$ cat config.mk
export PLATFORM = sky130hd
export DESIGN_NAME = hmtg_fifo
export DESIGN_NICKNAME = d
export VERILOG_FILES = /design/src/rtl/core/hmtg_pkg.sv /design/src/rtl/core/hmtg_fifo.sv
export SDC_FILE = /design/constraint.sdc
export NUM_CORES = 1
export LEC_CHECK = 0
export ABC_AREA = 1
export BUFFER_PORTS_ARGS = -buffer_cell sky130_fd_sc_hd__buf_2
export CAP_MARGIN = 20
export CORE_ASPECT_RATIO = 1.75
export CORE_MARGIN = 3
export CORE_UTILIZATION = 39
export DETAILED_ROUTE_END_ITERATION = 10
export GPL_TIMING_DRIVEN = 0
export PLACE_DENSITY_LB_ADDON = 0.12
export RECOVER_POWER = 25
export SLEW_MARGIN = 5
export SYNTH_ARGS = -nofsm -noshare
export SYNTH_HDL_FRONTEND = slang
export SYNTH_SLANG_ARGS = --single-unit
export TNS_END_PERCENT = 50
$ cat constraint.sdc
create_clock -name clk -period 20.2 [get_ports clk]
set_input_delay 2.02 -clock clk [delete_from_list [all_inputs] [get_ports clk]]
set_output_delay 2.02 -clock clk [all_outputs]
set_load 0.05 [all_outputs]
$ cat src/rtl/core/hmtg_pkg.sv
// Shared constants, types and the vertex corner table for the terrain mesh generator.
package hmtg_pkg;

	localparam int MAX_COLUMNS = 1024;
	localparam int MAX_ROWS    = 1024;
	localparam int COL_AW      = $clog2(MAX_COLUMNS);
	localparam int DIM_W       = 11;
	localparam int FIFO_DEPTH  = 2;
	localparam int VTX_PER_CELL = 6;

	// floor(p / 3) = (p * DIV3_MAGIC) >> 32, exact for p < 2^31
	localparam logic [30:0] DIV3_MAGIC = 31'h5555_5556;

	typedef enum logic [2:0] {
		REG_GRID_SPACING   = 3'd0,
		REG_HEIGHT_SCALE   = 3'd1,
		REG_CULL_THRESHOLD = 3'd2,
		REG_MAP_COLUMNS    = 3'd3,
		REG_MAP_ROWS       = 3'd4
	} reg_idx_t;

	typedef struct packed {
		logic [15:0]      grid_spacing;
		logic [15:0]      height_scale;
		logic [30:0]      cull_threshold;
		logic [DIM_W-1:0] map_columns;
		logic [DIM_W-1:0] map_rows;
	} cfg_t;

	// one kept cell: corner heights y0..y3, xl, xr, zt, zb, normal D term, first vertex index
	typedef struct packed {
		logic [3:0][31:0] y;
		logic [3:0][31:0] pos;
		logic [23:0]      d;
		logic [22:0]      vbase;
	} job_t;

	typedef struct packed {
		logic       xsel;
		logic       zsel;
		logic [1:0] yidx;
		logic       nsel;
	} vtx_sel_t;

	function automatic vtx_sel_t vtx_sel(input logic [2:0] k);
		vtx_sel_t s;
		unique case (k)
			3'd0:    s = '{xsel: 1'b0, zsel: 1'b0, yidx: 2'd0, nsel: 1'b0};
			3'd1:    s = '{xsel: 1'b0, zsel: 1'b1, yidx: 2'd1, nsel: 1'b0};
			3'd2:    s = '{xsel: 1'b1, zsel: 1'b0, yidx: 2'd2, nsel: 1'b0};
			3'd3:    s = '{xsel: 1'b1, zsel: 1'b0, yidx: 2'd2, nsel: 1'b1};
			3'd4:    s = '{xsel: 1'b0, zsel: 1'b1, yidx: 2'd1, nsel: 1'b1};
			3'd5:    s = '{xsel: 1'b1, zsel: 1'b1, yidx: 2'd3, nsel: 1'b1};
			default: s = '{xsel: 1'b0, zsel: 1'b0, yidx: 2'd0, nsel: 1'b0};
		endcase
		return s;
	endfunction

endpackage

$ cat src/rtl/core/hmtg_fifo.sv
// Short job queue between the sample front end and the vertex back end.
module hmtg_fifo (
	input  logic          clk,
	input  logic          arst_n,
	input  logic          push_valid,
	output logic          push_ready,
	input  hmtg_pkg::job_t push_data,
	output logic          pop_valid,
	input  logic          pop_ready,
	output hmtg_pkg::job_t pop_data
);
	import hmtg_pkg::*;

	localparam int PTR_W = (FIFO_DEPTH > 1) ? $clog2(FIFO_DEPTH) : 1;

	job_t             mem_q [FIFO_DEPTH];
	logic [PTR_W-1:0] wptr_q, rptr_q;
	logic [PTR_W:0]   count_q;
	logic             do_push, do_pop;

	assign push_ready = (count_q != (PTR_W+1)'(FIFO_DEPTH));
	assign pop_valid  = (count_q != '0);
	assign pop_data   = mem_q[rptr_q];
	assign do_push    = push_valid && push_ready;
	assign do_pop     = pop_valid && pop_ready;

	always_ff @(posedge clk) begin
		if (do_push) begin
			mem_q[wptr_q] <= push_data;
		end
	end

	always_ff @(posedge clk or negedge arst_n) begin
		if (!arst_n) begin
			wptr_q  <= '0;
			rptr_q  <= '0;
			count_q <= '0;
		end else begin
			if (do_push) begin
				wptr_q <= (wptr_q == PTR_W'(FIFO_DEPTH - 1)) ? '0 : wptr_q + 1'b1;
			end
			if (do_pop) begin
				rptr_q <= (rptr_q == PTR_W'(FIFO_DEPTH - 1)) ? '0 : rptr_q + 1'b1;
			end
			if (do_push && !do_pop) begin
				count_q <= count_q + 1'b1;
			end else if (do_pop && !do_push) begin
				count_q <= count_q - 1'b1;
			end
		end
	end

endmodule

# --- After elaboration in Yosys (flattened, before gate mapping) ---
# Memories as Yosys holds them, arrays and structs flattened.
# Cells that the tools add are included.
word_totals:
  register_bits: 4
  ram_bits: 606
  inputBits: 307
  mem_count: 1
classes:
  addsub: 4
  reduce_logical: 8
  n_mux: 6
  eq_ne: 1
mem_list:
  columns: ["name", "depth", "word_bits", "rd", "rd_ports_with_merged_regs", "wr", "line_no", "rtl"]
  rows:
  - ["mem_q", 2, 303, 1, 0, 1, "hmtg_fifo.sv:16", "job_t mem_q [FIFO_DEPTH];"]
op_table:
  columns: ["op", "n"]
  rows:
  - ["$logic_and 1x1->1", 4]
  - ["$mux 1", 4]
  - ["$mux 2", 2]
  - ["$reduce_bool 2->1", 2]
  - ["$add 1x1->1 const B", 2]
  - ["$add 2x1->2 const B", 1]
  - ["$logic_not 1->1", 2]
  - ["$ne 2x2->1 const B", 1]
  - ["$sub 2x1->2 const B", 1]

# --- Depth between registers and ports, before layout ---
logic_depth:
  depth_word: 6
  ltp_mapped: 10
  ltp_nobuf: 10

# --- Worst setup path before layout ---
# Ideal clock, no wire load.
synth_path:
  path_type: "in2reg"
  from: "input push_valid"
  to: "memory mem_q[0][0] (netlist name), enable pin"
  arrival_time_ns: 14.709
  cell_stages: 2
  path_slack_ns: 4.516
  setup_ns: 0.975
  t_required_ns: 19.225
  cell_sequence: "nand2_1 nor2_1"
synth_via:
  elab_chain_len: 3
synth_rtl:
  columns: ["element", "line_no", "rtl"]
  rows:
  - ["from (decl)", "hmtg_fifo.sv:5", "input logic push_valid,"]
  - ["$logic_and 1x1->1", "hmtg_fifo.sv:24", "assign do_push = push_valid && push_ready;"]
  - ["$mux 1", "hmtg_fifo.sv:28", "if (do_push) begin"]
  - ["$mux 1 (implied by the code)", "hmtg_fifo.sv:29", "mem_q[wptr_q] <= push_data;"]
  - ["to (decl)", "hmtg_fifo.sv:16", null]
# No other way between the ends.

==> metrics.md <==
| Metric | Value |
|---|---|
| Number of vias after detailed routing | between 10,000 and 15,000 |
| Number of distinct library cell variants in the gate-level netlist after synthesis | 14 |
| Ratio of cells with drive above 1 in the final layout | 0.3113 |
| Drt pass-1 iters | 5 |
| Sequential standard cell area | about 18,000 um2 |
| Xor and xnor fraction of the mapped netlist area | 0.0007841 |
| Top cell type's share of synthesized area | 0.8145 |
| Kind of cell with the highest combined delay on the critical path | buffers and inverters |
| WL per Instance | between 15 and 20 um |
| Clock sinks | 610 |
| Total number of H-tree levels | 2 |
| Number of hold violations in the final report | 0 |
| CTS buffer count | 54 |
| Critical path depth in cells | 7 |
| CP Buf/Inv Count | 5 |
| Peak Freq | 241.5 MHz |
| Path category of the worst min-delay check | flip-flop to flip-flop |
| Endpoint of the lowest-slack register-to-register path | mem_q[0][215] |
| Initial DRC count | between 700 and 800 |
| Capturing element type of the critical path | output pin |
| Required time of the critical path | 18.18 ns |
| CP Cell Sequence | buf_6 -> inv_4 -> buf_6 -> buf_6 -> nand2_1 -> nand2_1 -> buf_2 |
| Resize count post-CTS | 0 |
| Combined area of the multi-input logic cells | roughly 3500 um2 |
| Critical Path Slowest Stage Cell | dfrtp_1 |
| Adder-cell share of the synthesized area | 0.0005600 |
| Compound-gate portion of the synthesized area | 0 |
| Final Wtd Congestion | approximately 0.82 |
| Height of the die | 322.6 um |
| Simple logic cell fraction of the synthesized area | 0.1555 |
| Largest fanout on the critical path | 10 |
| Total count of max-transition violations in the final report | 0 |
| Share of the clock period used by the worst path after layout | 0.2050 |
| Largest net degree at the start of global routing | 32 |
| Maximum vdd ir drop | roughly 110 uV |
| CTS Hold Bufs | 0 |
| Sequential area share after synthesis | 0.8190 |
| Mux cell area share after synthesis | 0 |
| Highest-count cells in the layout ignoring fill and taps | 919 x nand2_1, 606 x edfxtp_1, 596 x buf_2, 58 x clkbuf_1, 57 x clkbuf_16 |
| Register-to-register setup slack | between 15 and 20 ns |
| Reg-to-reg startpoint | count_q[0] |
| Headroom to the max-slew limit | 0.4643 |
| Timing endpoint of the critical path | pop_data[161] |
| Tightest hold margin | 0.5046 ns |
| Die width | around 190 um |
| Most frequent cell on the critical path | buf_6 |
| Post-DP HPWL | 44,550 um |
| Number of antenna-violating nets in the routed design | 0 |
| Static leakage power | 12.18 nW |
| Fillers | 4,991 |
| Clk buf depth | 3 |
| Most common library cell in the layout ignoring fill and taps | nand2_1 |
| Syn. warnings | 0 |
| Worst-skew pair later-pin latency | 0.59 ns |
| Clock root cell | clkbuf_16 |
| Clock-pin transition on the worst setup and hold timing paths | ~0.07 ns |
| Starting density of the core | 0.3961 |
| IO buf count | between 600 and 700 |
| Per-instance average area after synthesis | between 10 and 15 um2 |
| Launching element of the worst setup path | rptr_q |
| DRC Markers | 0 |
| Number of post-CTS setup repair buffers | 0 |
| Area overhead of the layout relative to synthesis | 28.11% |
| Overall die area | between 60,000 and 70,000 um2 |
| Number of antenna violations at the first check in global routing | 27 |
| CTS tree | built |
| Main combinational cell family by area after synthesis | simple AND/OR/NAND/NOR gates |
| I/O pin count | around 610 |
| Total grt overflow | 0 |
| Length in cells of the worst reg-to-reg path | 8 |
| Final critical path time including I/O delays and setup | 4.141 ns |
| Setup repair after global routing missed its margin | no |
| Vias in the first global route | 14,567 |
| Aggregate routed wire length | approximately 60,000 um |
| Ratio of routed vias to standard cells | around 4.6 |
| Count of mapped cells out of synthesis | around 1,600 |
| Worst-Margin Slew | roughly 0.80 ns |
| Power density normalized to cell area | ~190 nW/um2 |
| Core region area | 56,400 um2 |
| Syn Std Cell Area | 22,340 um2 |
| Wire length of the first global-routing pass | 87,630 um |
| All-Layer GR Usage | 0.1919 |
| Synthesized Nets | 1,919 |
| Final net count | 2,610 |
| Number of rows in the core area | between 100 and 150 |
| Critical Path Start Type | flip-flop |
| Maximum Capacitance Violations | 0 |
| Finish-stage setup viols | 0 |
| Yosys top cell by area | edfxtp_1 |
| Biggest area contributors in the synthesized netlist | edfxtp_1 81%, nand2_1 15%, buf_6 1.3% |
| Category of the most critical setup path | flip-flop to output pin |
| Critical path's largest stage delay | roughly 0.37 ns |
| Final core area utilization | 0.5074 |
| Endpoint arrival time on the critical path | between 2 and 2.5 ns |
| Worst Skew | 0.01069 ns |
| Register bit count reported by yosys | 610 |
| Status | complete, no violations |
| HP Start | count_q[0] |
-- Yosys cell counts --
cell type	count
nand2_1	919
edfxtp_1	606
buf_2	34
buf_6	25
buf_4	8
inv_1	6
dfrtp_1	4
nand3_1	2
nor2_1	2
ha_1	1
inv_4	1
nand4_1	1
xnor2_1	1
xor2_1	1
-- how the worst min path moves through the flow --
stage	end	slack (ns)	cells past startpoint
final	count_q[0]	0.50	1
after global routing	count_q[0]	0.54	1
after CTS	count_q[0]	0.51	1
after detailed placement	count_q[0]	0.50	1
after global placement	count_q[1]	0.48	2
after floorplan	count_q[1]	0.46	2
-- layer usage --
| metal | vias to the layer above | track usage | part of all wire |
|---|---|---|---|
| li1 | 6866 | - | - |
| met1 | 6696 | 0.2006 | 0.35 |
| met2 | 561 | 0.3405 | 0.50 |
| met3 | 133 | 0.08046 | 0.10 |
| met4 | 24 | 0.08021 | 0.039 |
| met5 | - | 0 | 0.0025 |
-- where the power goes --
part           internal, mW  switching, mW
clock                 0.589          0.439
combinational         0.519           1.98
sequential             1.72         0.0587
-- flip-flops by register name, summed over array words and instances (netlist names) --
name and flops:
mem_q 606, count_q 2, rptr_q 1, wptr_q 1
-- area by class of cell --
| class | count | area share |
|---|---|---|
| Clock buffer | 69 | 0.05141 |
| Sequential cell | 610 | 0.6393 |
| Antenna cell | 15 | 0.001311 |
| Tap cell | 760 | 0.03322 |
| Clock inverter | 30 | 0.01014 |
| Buffer | 67 | 0.01788 |
| Multi-Input combinational cell | 927 | 0.1229 |
| Timing Repair Buffer | 635 | 0.1228 |
| Inverter | 7 | 0.001005 |
-- cell families after synthesis --
logic type	count (synthesis)
simple gates	924
fa+ha+maj	1
flops	610
buf+inv	74
xor+xnor	2
-- metrics by stage --
| step | area [um2] | worst slack, ns | TNS (ns) | cells | power, mW |
|---|---|---|---|---|---|
| 2_1_floorplan | 22340 | 4.516 | 0 | 1611 | 3.725 |
| 3_3_place_gp | 26350 | -3.565 | -2147.14 | 2982 | 4.526 |
| 3_5_place_dp | 26880 | 15.94 | 0 | 3006 | 4.347 |
| 4_1_cts | 28650 | 15.90 | 0 | 3105 | 5.385 |
| 5_1_grt | 28600 | 15.87 | 0 | 3113 | 5.569 |
| 6_report | 28620 | 16.06 | 0 | 3120 | 5.311 |
(Power assumes the default switching activity.)
